[src/hw/rtl/sef_pkg.sv]
package sef_pkg;

  localparam int CFG_IDX_W = 3;

  typedef enum logic [CFG_IDX_W-1:0] {
    CFG_THRESHOLD     = 3'd0,
    CFG_ADAPTIVE      = 3'd1,
    CFG_ATTACK        = 3'd2,
    CFG_RELEASE       = 3'd3,
    CFG_FAST_RELEASE  = 3'd4
  } cfg_reg_t;

endpackage

[src/hw/rtl/stereo_envelope_follower.sv]
// Stereo envelope follower. Each transaction on the in_ channel carries one stereo pair; the
// block returns one envelope level on the out_ channel, saturated to 0..2^(SAMPLE_BITS-1).
// All multiplies go through one shift-add unit that retires one coefficient bit per cycle, and
// the relative-drop ratio comes from a restoring divider that makes one quotient bit per cycle,
// so the time from acceptance to a valid result is set by COEF_BITS. The attack and fixed-release
// cases take one pass through the multiplier; adaptive release takes up to three passes (square,
// coefficient, envelope) plus the division. A new pair is taken once the previous
// result has been placed in the output register; in_stall is high while a pair is in work.
// Configuration writes must be made only while the block is idle.
module stereo_envelope_follower
  import sef_pkg::*;
#(
  parameter int SAMPLE_BITS = 24,
  parameter int COEF_BITS   = 16
) (
  input  logic                   clk,
  input  logic                   rst_n,
  input  logic                   cfg_wr_en,
  input  logic [CFG_IDX_W-1:0]   cfg_index,
  input  logic [((SAMPLE_BITS > COEF_BITS) ? SAMPLE_BITS : COEF_BITS)-1:0] cfg_data,
  input  logic                   in_valid,
  output logic                   in_stall,
  input  logic [SAMPLE_BITS-1:0] in_left_sample,
  input  logic [SAMPLE_BITS-1:0] in_right_sample,
  output logic                   out_valid,
  input  logic                   out_stall,
  output logic [SAMPLE_BITS-1:0] out_envelope_level
);

  localparam int S     = SAMPLE_BITS;
  localparam int C     = COEF_BITS;
  localparam int XW    = (S > C + 1) ? S : C + 1;
  localparam int PW    = XW + C + 3;
  localparam int RW    = XW + 3;
  localparam int CNT_W = $clog2(C + 2);

  localparam logic [C:0]       M_ONE  = {1'b1, {C{1'b0}}};
  localparam logic [PW-1:0]    P_HALF = {{(PW-C){1'b0}}, 1'b1, {(C-1){1'b0}}};
  localparam logic [RW-1:0]    R_ONE  = {{(RW-C-1){1'b0}}, 1'b1, {C{1'b0}}};
  localparam logic [RW-1:0]    R_CMAX = {{(RW-C){1'b0}}, {C{1'b1}}};
  localparam logic [RW-1:0]    R_EMAX = {{(RW-S){1'b0}}, 1'b1, {(S-1){1'b0}}};
  localparam logic [CNT_W-1:0] CNT_LAST = CNT_W'(C);

  typedef enum logic [3:0] {
    S_IDLE, S_PEAK, S_LEVEL, S_SEL, S_DIV, S_SQ, S_MUL, S_ROUND, S_POST, S_OUT
  } state_t;

  typedef enum logic [1:0] {
    PH_SQ, PH_COEF, PH_ENV
  } phase_t;

  state_t          state_r, state_nxt;
  phase_t          phase_r, phase_nxt;
  logic [S-1:0]    thr_r, thr_nxt;
  logic            adapt_r, adapt_nxt;
  logic [C-1:0]    att_r, att_nxt;
  logic [C-1:0]    rel_r, rel_nxt;
  logic [C-1:0]    fast_r, fast_nxt;
  logic [S-1:0]    env_r, env_nxt;
  logic [S-1:0]    left_r, left_nxt;
  logic [S-1:0]    right_r, right_nxt;
  logic [S-1:0]    peak_r, peak_nxt;
  logic [S-1:0]    level_r, level_nxt;
  logic [S:0]      rem_r, rem_nxt;
  logic [C:0]      q_r, q_nxt;
  logic [C:0]      m1_r, m1_nxt;
  logic [C:0]      m2_r, m2_nxt;
  logic [XW-1:0]   x1_r, x1_nxt;
  logic [XW-1:0]   x2_r, x2_nxt;
  logic [PW-1:0]   p_r, p_nxt;
  logic [RW-1:0]   rnd_r, rnd_nxt;
  logic [CNT_W-1:0] cnt_r, cnt_nxt;
  logic            out_valid_r, out_valid_nxt;
  logic [S-1:0]    out_env_r, out_env_nxt;

  logic [S-1:0]    mag_left, mag_right;
  logic [S:0]      div_sh;
  logic            div_bit;
  logic [XW+1:0]   mul_sum;
  logic [C:0]      r2_c;
  logic [C-1:0]    coef_c;
  logic [S-1:0]    env_c;

  assign mag_left  = left_r[S-1]  ? ({S{1'b0}} - left_r)  : left_r;
  assign mag_right = right_r[S-1] ? ({S{1'b0}} - right_r) : right_r;
  assign div_sh  = (cnt_r == '0) ? rem_r : {rem_r[S-1:0], 1'b0};
  assign div_bit = div_sh >= (S+1)'(env_r);
  assign mul_sum = p_r[PW-1 -: XW+2]
                 + (m1_r[0] ? (XW+2)'(x1_r) : '0)
                 + (m2_r[0] ? (XW+2)'(x2_r) : '0);
  assign r2_c    = (rnd_r > R_ONE)  ? R_ONE[C:0]    : rnd_r[C:0];
  assign coef_c  = (rnd_r > R_CMAX) ? R_CMAX[C-1:0] : rnd_r[C-1:0];
  assign env_c   = (rnd_r > R_EMAX) ? R_EMAX[S-1:0] : rnd_r[S-1:0];

  assign in_stall           = (state_r != S_IDLE);
  assign out_valid          = out_valid_r;
  assign out_envelope_level = out_env_r;

  always_comb begin
    state_nxt     = state_r;
    phase_nxt     = phase_r;
    thr_nxt       = thr_r;
    adapt_nxt     = adapt_r;
    att_nxt       = att_r;
    rel_nxt       = rel_r;
    fast_nxt      = fast_r;
    env_nxt       = env_r;
    left_nxt      = left_r;
    right_nxt     = right_r;
    peak_nxt      = peak_r;
    level_nxt     = level_r;
    rem_nxt       = rem_r;
    q_nxt         = q_r;
    m1_nxt        = m1_r;
    m2_nxt        = m2_r;
    x1_nxt        = x1_r;
    x2_nxt        = x2_r;
    p_nxt         = p_r;
    rnd_nxt       = rnd_r;
    cnt_nxt       = cnt_r;
    out_valid_nxt = out_valid_r & out_stall;
    out_env_nxt   = out_env_r;

    if (cfg_wr_en) begin
      case (cfg_index)
        CFG_THRESHOLD:    thr_nxt   = cfg_data[S-1:0];
        CFG_ADAPTIVE:     adapt_nxt = cfg_data[0];
        CFG_ATTACK:       att_nxt   = cfg_data[C-1:0];
        CFG_RELEASE:      rel_nxt   = cfg_data[C-1:0];
        CFG_FAST_RELEASE: fast_nxt  = cfg_data[C-1:0];
        default: ;
      endcase
    end

    case (state_r)
      S_IDLE: begin
        if (in_valid) begin
          left_nxt  = in_left_sample;
          right_nxt = in_right_sample;
          state_nxt = S_PEAK;
        end
      end
      S_PEAK: begin
        peak_nxt  = (mag_left > mag_right) ? mag_left : mag_right;
        state_nxt = S_LEVEL;
      end
      S_LEVEL: begin
        level_nxt = (peak_r > thr_r) ? (peak_r - thr_r) : '0;
        state_nxt = S_SEL;
      end
      S_SEL: begin
        if ((level_r > env_r) || !adapt_r) begin
          m1_nxt    = (C+1)'((level_r > env_r) ? att_r : rel_r);
          m2_nxt    = M_ONE - (C+1)'((level_r > env_r) ? att_r : rel_r);
          x1_nxt    = XW'(env_r);
          x2_nxt    = XW'(level_r);
          p_nxt     = '0;
          cnt_nxt   = '0;
          phase_nxt = PH_ENV;
          state_nxt = S_MUL;
        end else if (env_r == '0) begin
          q_nxt     = '0;
          state_nxt = S_SQ;
        end else begin
          rem_nxt   = (S+1)'(env_r - level_r);
          q_nxt     = '0;
          cnt_nxt   = '0;
          state_nxt = S_DIV;
        end
      end
      S_DIV: begin
        rem_nxt = div_bit ? (div_sh - (S+1)'(env_r)) : div_sh;
        q_nxt   = {q_r[C-1:0], div_bit};
        cnt_nxt = cnt_r + 1'b1;
        if (cnt_r == CNT_LAST) begin
          state_nxt = S_SQ;
        end
      end
      S_SQ: begin
        m1_nxt    = q_r;
        m2_nxt    = '0;
        x1_nxt    = XW'(q_r);
        x2_nxt    = '0;
        p_nxt     = '0;
        cnt_nxt   = '0;
        phase_nxt = PH_SQ;
        state_nxt = S_MUL;
      end
      S_MUL: begin
        p_nxt   = {1'b0, mul_sum, p_r[C:1]};
        m1_nxt  = m1_r >> 1;
        m2_nxt  = m2_r >> 1;
        cnt_nxt = cnt_r + 1'b1;
        if (cnt_r == CNT_LAST) begin
          state_nxt = S_ROUND;
        end
      end
      S_ROUND: begin
        rnd_nxt   = RW'((p_r + P_HALF) >> C);
        state_nxt = S_POST;
      end
      S_POST: begin
        case (phase_r)
          PH_SQ: begin
            m1_nxt    = M_ONE - r2_c;
            m2_nxt    = r2_c;
            x1_nxt    = XW'(rel_r);
            x2_nxt    = XW'(fast_r);
            p_nxt     = '0;
            cnt_nxt   = '0;
            phase_nxt = PH_COEF;
            state_nxt = S_MUL;
          end
          PH_COEF: begin
            m1_nxt    = (C+1)'(coef_c);
            m2_nxt    = M_ONE - (C+1)'(coef_c);
            x1_nxt    = XW'(env_r);
            x2_nxt    = XW'(level_r);
            p_nxt     = '0;
            cnt_nxt   = '0;
            phase_nxt = PH_ENV;
            state_nxt = S_MUL;
          end
          PH_ENV: begin
            env_nxt   = env_c;
            state_nxt = S_OUT;
          end
          default: state_nxt = S_IDLE;
        endcase
      end
      S_OUT: begin
        if (!out_valid_r || !out_stall) begin
          out_valid_nxt = 1'b1;
          out_env_nxt   = env_r;
          state_nxt     = S_IDLE;
        end
      end
      default: state_nxt = S_IDLE;
    endcase
  end

  always_ff @(posedge clk) begin
    left_r    <= left_nxt;
    right_r   <= right_nxt;
    peak_r    <= peak_nxt;
    level_r   <= level_nxt;
    rem_r     <= rem_nxt;
    q_r       <= q_nxt;
    m1_r      <= m1_nxt;
    m2_r      <= m2_nxt;
    x1_r      <= x1_nxt;
    x2_r      <= x2_nxt;
    p_r       <= p_nxt;
    rnd_r     <= rnd_nxt;
    cnt_r     <= cnt_nxt;
    phase_r   <= phase_nxt;
    out_env_r <= out_env_nxt;
    if (!rst_n) begin
      state_r     <= S_IDLE;
      thr_r       <= '0;
      adapt_r     <= 1'b0;
      att_r       <= '0;
      rel_r       <= '0;
      fast_r      <= '0;
      env_r       <= '0;
      out_valid_r <= 1'b0;
    end else begin
      state_r     <= state_nxt;
      thr_r       <= thr_nxt;
      adapt_r     <= adapt_nxt;
      att_r       <= att_nxt;
      rel_r       <= rel_nxt;
      fast_r      <= fast_nxt;
      env_r       <= env_nxt;
      out_valid_r <= out_valid_nxt;
    end
  end

endmodule

[config.mk]
export PLATFORM = sky130hd
export DESIGN_NAME = stereo_envelope_follower
export DESIGN_NICKNAME = d
export VERILOG_FILES = /design/src/hw/rtl/sef_pkg.sv /design/src/hw/rtl/stereo_envelope_follower.sv
export SDC_FILE = /design/constraint.sdc
export NUM_CORES = 1
export LEC_CHECK = 0
export BUFFER_PORTS_ARGS = -buffer_cell sky130_fd_sc_hd__buf_2
export CAP_MARGIN = 0
export CORE_MARGIN = 8
export CORE_UTILIZATION = 57
export CTS_CLUSTER_SIZE = 14
export DETAILED_ROUTE_END_ITERATION = 12
export GPL_TIMING_DRIVEN = 0
export PLACE_DENSITY = 0.8
export RECOVER_POWER = 50
export SLEW_MARGIN = 0
export SYNTH_ARGS = -nofsm -noshare
export SYNTH_HDL_FRONTEND = slang
export SYNTH_SLANG_ARGS = --single-unit
export TNS_END_PERCENT = 1
[constraint.sdc]
create_clock -name clk -period 7.25 [get_ports clk]
set_input_delay 1.0875 -clock clk [delete_from_list [all_inputs] [get_ports clk]]
set_output_delay 1.0875 -clock clk [all_outputs]
set_load 0.01 [all_outputs]
=== Word level (Yosys, flattened, before mapping) ===
Cells that the tools add are included.

* Input port bits: 80
* Bits in latches: 0
* ROM bits: 0
* Bits in registers: 423
* Bits in writable memories: 0
* Output and inout bits: 26
* Memories: 0

* $lt $le $gt $ge: 7
* Equal/unequal tests: 26
* Multiplexer cells: 48
* Add/subtract/negate cells: 12
* Bitwise logic cells: 1
* Reduce and logical (&&, ||, !) cells: 32
* Divide/modulo/power cells: 0
* Multiply operators: 0
* Shifts and indexed selects: 0

{| class="wikitable"
|+ Operators by type and width
! operator !! number
|-
| $mux 24 || 8
|-
| $pmux 43 s4 || 1
|-
| $pmux 24 s3 || 2
|-
| $pmux 17 s4 || 2
|-
| $pmux 17 s2 || 3
|-
| $mux 25 || 4
|-
| $pmux 24 s2 || 2
|-
| $mux 43 || 2
|-
| $gt 24x24->1 || 3
|-
| $mux 17 || 4
|-
| $add 26x24->26 || 2
|-
| $pmux 25 s2 || 1
|-
| $sub 1x24->24 const A || 2
|-
| $add 43x16->43 const B || 1
|-
| $pmux 4 s10 || 1
|-
| $sub 17x16->17 const A || 2
|-
| $mux 16 || 2
|-
| $gt 27x16->1 const B || 1
|-
| $gt 27x17->1 const B || 1
|-
| $gt 27x24->1 const B || 1
|-
| $ge 25x24->1 || 1
|-
| $sub 24x24->25 || 1
|-
| $sub 25x24->25 || 1
|-
| $logic_not 24->1 || 1
|-
| other kinds (37) || 77
|}

=== Logic depth before layout (Yosys ltp) ===
Gate-level depths: netlist of the first run.

* Depth in word-level cells: 5
* Gate-level depth with buffers: 19

=== Worst setup path after synthesis of the first run ===
OpenSTA, ideal clock, no wires.

* Path kind: flip-flop to flip-flop
* From: register level_r[1]
* To: register m1_r[0], enable pin
* Stages on the path, launching flop included: 13
* Arrival time: 6.434 ns
* Buffers on the path: 1
* Path slack: 0.252 ns
* Library setup time: 0.564 ns
* Cells stage by stage: edfxtp_1 > inv_1 > ha_1 > nor2b_1 > o31a_1 > o21ai_1 > or4_4 > nand3_2 > a221o_1 > buf_6 > nand2_2 > a22oi_1 > o21ai_0

* Longest elaborated chain between the ends: 4

{| class="wikitable"
|+ RTL lines
! what !! line !! source
|-
| start: declaration || stereo_envelope_follower.sv:63 || <nowiki>logic [S-1:0] level_r, level_nxt;</nowiki>
|-
| start signal: assignment || stereo_envelope_follower.sv:246 || <nowiki>level_r <= level_nxt;</nowiki>
|-
| $gt 24x24->1 || stereo_envelope_follower.sv:152 || <nowiki>if ((level_r > env_r) || !adapt_r) begin</nowiki>
|-
| $logic_or 1x1->1 || stereo_envelope_follower.sv:152 ||
|-
| $ne 2x2->1 (no source line) || - ||
|-
| $reduce_and 3->1 (no source line) || - ||
|-
| end signal: assignment || stereo_envelope_follower.sv:249 || <nowiki>m1_r <= m1_nxt;</nowiki>
|-
| end: declaration || stereo_envelope_follower.sv:66 || <nowiki>logic [C:0] m1_r, m1_nxt;</nowiki>
|}

Every way passes these cells.
A chain may end at the register's enable or synchronous reset.

=== Final worst setup path of the first run ===
* From: register cnt_r[0]
* To: register rem_r[0] (data pin)

* Longest elaborated chain between the ends: 5

{| class="wikitable"
|+ RTL lines
! what !! line !! source
|-
| start: declaration || stereo_envelope_follower.sv:72 || <nowiki>logic [CNT_W-1:0] cnt_r, cnt_nxt;</nowiki>
|-
| start signal: assignment || stereo_envelope_follower.sv:255 || <nowiki>cnt_r <= cnt_nxt;</nowiki>
|-
| $logic_not 5->1 (*) || stereo_envelope_follower.sv:86 || <nowiki>assign div_sh = (cnt_r == '0) ? rem_r : {rem_r[S-1:0], 1'b0};</nowiki>
|-
| $mux 25 (*) || stereo_envelope_follower.sv:86 ||
|-
| $sub 25x24->25 or $ge 25x24->1 (tied branches) || stereo_envelope_follower.sv:172, stereo_envelope_follower.sv:87 ||
|-
| $mux 25 (*) || stereo_envelope_follower.sv:172 || <nowiki>rem_nxt = div_bit ? (div_sh - (S+1)'(env_r)) : div_sh;</nowiki>
|-
| $pmux 25 s2 (*) || stereo_envelope_follower.sv:135 || <nowiki>case (state_r)</nowiki>
|-
| net rem_nxt[0] || stereo_envelope_follower.sv:64 || <nowiki>logic [S:0] rem_r, rem_nxt;</nowiki>
|-
| end signal: assignment || stereo_envelope_follower.sv:247 || <nowiki>rem_r <= rem_nxt;</nowiki>
|-
| end: declaration || stereo_envelope_follower.sv:64 ||
|}

The timed path passes the listed nets; every way through them passes the cells marked *.

==> qor.txt, run 1 <==
Max Buffers Root-to-Sink = 3
Critical Path Source Type = register
Distinct cells, synth = 89
Synthesized Nets = 2784
CP Class = register to register
Critical Path Start = cnt_r[0]
Post-route DRC = 0
Overall Global Routing Usage = 28.8%
Main synth FF type = edfxtp_1
synthesized cell area = 0.0251 mm²
CP max FO = 10
chip width = 226 µm
failing checks = max-capacitance violations, max-slew violations
Worst-path clk slew = 60 ps
Final setup viols = 0
area grow syn2layout = 11.3%
Hold Path Class = register to register
WL per Instance = 22.4 µm
Multi-input gate area = 0.0130 mm²
required time of the critical path = 7550 ps
max cap viols = 5
Final Instance Area = 0.0280 mm²
Fin Setup TNS = 0 ps
Filler cells = 3511
Antenna Nets Post-Route = 0
Worst Tran Pin Value = 2920 ps
routed vias = 20700
vias in the first global route = 20600
run status = finished with violations
share of cells above drive strength 1 = 8.67%
WP data arrival = 5790 ps
pre-CTS WS = 1930 ps
clock sink total = 407
post-synth top area share = 36.4%
Area contributors post-synth = edfxtp_1 (36%), dfxtp_1 (8.1%), ha_1 (6.4%)
core box area = 0.0438 mm²
CTS tree = yes
clk root buf = clkbuf_16
Resize count post-CTS = 0
setup bufs post-CTS = 0
Detail Placement HPWL = 57.4 mm
post-synth top area cell = edfxtp_1
Critical Path End Type = register
antenna violations before repair = 4
met2 wire length = 34.3 mm
Layout Utilization = 63.8%
min Tclk post-route = 5490 ps
Reg-to-Reg Start = cnt_r[0]
Final Max Slew Viols = 116
hold_buf cts = 0
first-pass GRT wire length = 114 mm
FMAX = 182 MHz
final period utilization = 75.8%
Port Buf Inserts = 104
post-route setup slack = 1760 ps
Worst Skew = 23.1 ps
H-tree depth = 2
Nets = 2944
Routability Congestion = 0.976
die span in y = 226 µm
dpl cells = 3253
cell leakage power = 10.3 nW
Hold Slack = 460 ps
Cell Count, Final, Fillers Out = 3339
met3 wire len = 7.49 mm
via-per-instance ratio = 6.21
Fin. Hold Viols = 0
largest net degree at the start of global routing = 49
DRT iter0 DRCs = 2307
sequential fraction of the synthesis area = 44.6%
Rows = 77
GRT overflow = 0
relative slew slack = -94.5%
CTS Buf Count = 45
dpl cell area = 0.0266 mm²
yosys warns = 0
uppermost layer routed = met5
wirelength, routed = 74.7 mm
initial core utilization = 57.3%
top flop regs = p_r x27, rnd_r x27, rem_r x25
PD cells = 248 mW/mm²
WL met1 = 28.4 mm
total power = 6.95 mW
Worst VDD drop = 0.236 mV
Post-synth EDFFs = 305
#FFs+latches synth = 407
asr flop ratio synth = 0%
DRT Pass-1 Iters = 6
Post-Syn Instances = 2548
register area = 0.0112 mm²
hold_sp = thr_r[19]
die area = 0.0511 mm²
clock latency at the later pin of the worst-skew pair = 580 ps
RSZ-0062 raised after global routing = no
I/O pin cnt = 106
Synth Area per Inst = 9.86 µm²
## worst paths after layout
path,to,slack [ps],cells past startpoint
hold reg to reg,thr_r[19],460,2
hold / removal,thr_r[19],460,2
setup reg to reg,rem_r[0],1760,16
setup / recovery,rem_r[0],1760,16
## synthesized netlist by cell type (all sizes together), types with 76 or more instances
cell type	count
xor2	96
clkbuf	93
o21ai	124
a21oi	141
dfxtp	102
nor2	150
a21boi	76
ha	128
edfxtp	305
inv	124
nand2	332
## logic make-up after synthesis
family	Yosys count	share of synthesized area, %
compound gates	635	17.1
simple gates	866	16.8
buf+inv	239	3.86
mux	79	3.29
flops	407	44.6
fa+ha+maj	156	8.60
xor+xnor	166	5.78
## final cells by class
type | count | area share, %
Timing Repair Buffer | 113 | 2.22
Inverter | 124 | 1.66
Clock inverter | 17 | 0.403
Antenna cell | 2 | 0.0179
Clock buffer | 67 | 4.73
Multi-Input combinational cell | 1902 | 46.5
Sequential cell | 407 | 40.0
Tap cell | 592 | 2.65
Buffer | 115 | 1.81
## placed cells by master (no fill, tap or decap), types with 29 or more instances in the layout
cell,n
a21boi_0,75
a21o_1,44
a21oi_1,137
a22oi_1,43
and2_1,61
buf_2,84
clkbuf_1,139
clkbuf_16,49
dfxtp_1,102
edfxtp_1,305
ha_1,128
inv_1,124
mux2_2,29
mux2i_1,50
nand2_1,331
nand2b_1,29
nand3_1,43
nor2_1,150
nor2b_1,47
nor3_1,69
o21ai_0,116
o31ai_1,38
xnor2_1,70
xor2_1,96
## critical path, stage by stage, from the launching register on
cell	delay (ps)
edfxtp_1	430
inv_1	90
ha_1	190
nor4b_4	600
clkbuf_1	570
mux2_2	420
ha_1	370
nand3_1	210
or4_1	590
nor3_1	430
nor3b_1	150
and2_1	180
o211a_1	110
buf_2	180
buf_2	220
a311oi_1	360
a21oi_1	80
## power breakdown
group | switching (mW) | leakage [nW] | internal, mW
registers | 0.131 | 3.65 | 2.80
clock network | 0.935 | 0.710 | 1.30
logic | 1.07 | 5.98 | 0.714
## per-layer routing
metal / up-vias / track usage, %
li1: 9584 / -
met1: 9830 / 35.1
met2: 1089 / 47.0
met3: 244 / 6.27
met4: 2 / 16.7
met5: - / 0
No activity file was read; power rests on OpenSTA's default activity.
==> run 2, diff against run 1 <==
--- a/config.mk
+++ b/config.mk
@@ -5,6 +5,7 @@
 export SDC_FILE = /design/constraint.sdc
 export NUM_CORES = 1
 export LEC_CHECK = 0
+export ABC_AREA = 1
 export BUFFER_PORTS_ARGS = -buffer_cell sky130_fd_sc_hd__buf_2
 export CAP_MARGIN = 0
 export CORE_MARGIN = 8
==> constraint.sdc (replaced) <==
create_clock -name clk -period 4.85 [get_ports clk]
set_input_delay 0.7275 -clock clk [delete_from_list [all_inputs] [get_ports clk]]
set_output_delay 0.7275 -clock clk [all_outputs]
set_load 0.01 [all_outputs]
==> qor.txt, run 2 <==
asr flop ratio synth = 0%
WP data arrival = 4840 ps
post-synth top area share = 35.6%
register area = 0.0112 mm²
Multi-input gate area = 0.0124 mm²
max cap viols = 0
largest net degree at the start of global routing = 47
routed vias = 22700
Hold Path Class = primary input to register
H-tree depth = 2
# diodes = 0
area grow syn2layout = 10.8%
post-route setup slack = 365 ps
commonest non-fill, non-tap cell in the layout = nand2_1
Filler cells = 3914
post-synth top area cell = edfxtp_1
CP max FO = 10
Internal = 7.31 mW
DRT iter0 DRCs = 2950
Post-synth EDFFs = 305
Layout Utilization = 63.4%
Worst VDD drop = 0.385 mV
CP Class = register to register
RSZ-0062 raised after global routing = no
dpl cells = 3880
Synthesized Nets = 3402
initial core utilization = 57.2%
core box area = 0.0450 mm²
DRT Pass-1 Iters = 6
Critical Path End Type = register
Post-route DRC = 0
Hold Slack = 279 ps
yosys warns = 0
Area contributors post-synth = edfxtp_1 (36%), nand2_1 (8.8%), dfxtp_1 (7.9%)
cell leakage power = 12.4 nW
Worst Skew = 41.3 ps
Final setup viols = 0
Net Sw Power = 3.84 mW
sequential power share = 40.2%
clock latency at the later pin of the worst-skew pair = 620 ps
Overall Global Routing Usage = 28.5%
Antenna Nets Post-Route = 0
sequential fraction of the synthesis area = 43.5%
final period utilization = 92.5%
Worst Tran Pin Value = 1370 ps
I/O pin cnt = 106
Commonest cells post-synth = nand2_1 (605), inv_1 (439), nor2_1 (326)
Final Instance Area = 0.0285 mm²
Max Buffers Root-to-Sink = 3
FMAX = 223 MHz
vias in the first global route = 21000
clock power share = 30.6%
clock sink total = 407
via-per-instance ratio = 5.74
CTS tree = yes
Final Max Slew Viols = 0
Worst-path clk slew = 60 ps
Post-Syn Instances = 3166
required time of the critical path = 5200 ps
most numerous cell in the Yosys netlist = nand2_1
Fin Setup TNS = 0 ps
WL per Instance = 19.6 µm
antenna violations before repair = 1
Cell Count, Final, Fillers Out = 3961
top flop regs = p_r x27, rnd_r x27, rem_r x25
Rows = 78
Critical Path Source Type = register
first-pass GRT wire length = 117 mm
Detail Placement HPWL = 62.0 mm
Main synth FF type = edfxtp_1
most frequent cells in the layout = nand2_1 (605), inv_1 (441), nor2_1 (327)
Fin. Hold Viols = 0
hold_buf cts = 0
pre-CTS WS = 205 ps
synthesized cell area = 0.0257 mm²
die span in y = 228 µm
share of cells above drive strength 1 = 7.88%
clk root buf = clkbuf_16
chip width = 228 µm
Synth Area per Inst = 8.13 µm²
wirelength, routed = 77.8 mm
run status = complete, no violations
Sw Share = 34.5%
PD cells = 391 mW/mm²
total power = 11.2 mW
dpl cell area = 0.0272 mm²
relative slew slack = 8.48%
setup bufs post-CTS = 0
Routability Congestion = 1.04
#FFs+latches synth = 407
CTS Buf Count = 44
Distinct cells, synth = 60
Nets = 3562
min Tclk post-route = 4480 ps
GRT overflow = 0
die area = 0.0522 mm²
Port Buf Inserts = 105
Comb pwr share = 29.2%
run 2: cell type report:
| class | count | area share [%] |
|---|---|---|
| buffer | 94 | 1.47 |
| clock inverter | 30 | 1.06 |
| timing repair buffer | 114 | 1.99 |
| inverter | 456 | 6.00 |
| tap | 600 | 2.63 |
| multi-input combinational | 2209 | 43.5 |
| sequential | 407 | 39.3 |
| clock buffer | 51 | 4.10 |
run 2: final timing paths:
kind / start / to / slack [ps] / cells past startpoint
worst max-delay path: cnt_r[0] / rem_r[15] / 370 / 19
worst min-delay path: in_right_sample[2] / right_r[2] / 280 / 1
worst max register to register: cnt_r[0] / rem_r[15] / 370 / 19
worst min register to register: thr_r[9] / thr_r[9] / 460 / 2
run 2: what timing repair did:
item                                    4_1_cts  5_1_grt
endpoints found under the setup margin        0       24
gates resized for setup                       0        7
endpoints found under the hold margin         0        0
run 2: power groups by stage:
stage               Combinational (mW)  Sequential, mW  Clock, mW
floorplan                         2.35            4.50          0
global placement                  3.10            4.56          0
detailed placement                3.20            4.55          0
CTS                               3.23            4.48       3.42
global route                      3.64            4.52       3.55
finish                            3.26            4.49       3.41
run 2: worst max-delay path: stages, from the launching register on:
cell and delay, ps:
edfxtp_1 430, inv_1 90, ha_1 160, nand2_1 60, nor2_1 240, clkbuf_1 410
clkbuf_1 410, o21ai_0 260, ha_1 420, nand2_1 150, nor3_1 290, nand3_1 100
nand3_1 150, a21o_2 190, nand2_1 70, nand2_2 170, buf_4 230, nand3b_1 170
nand3_1 140, nand2_1 70
run 2: logic make-up (layout without fill, tap and decap cells):
kind of cell	count (synthesis)	after routing	synth area share [%]
AOI/OAI and AO/OA	670	670	14.6
xor gates and xnor gates	114	114	3.88
adders and majority gates	156	156	8.40
buffers and inverters	550	745	8.27
DFF	407	407	43.5
and+or+nand+nor	1269	1269	21.3
run 2: routing by layer:
metal | track usage (%) | routed length [µm]
met3 | 6.74 | 8480
met2 | 46.3 | 35000
met1 | 36.7 | 31200
met4 | 11.1 | 3170
met5 | 0 | 0
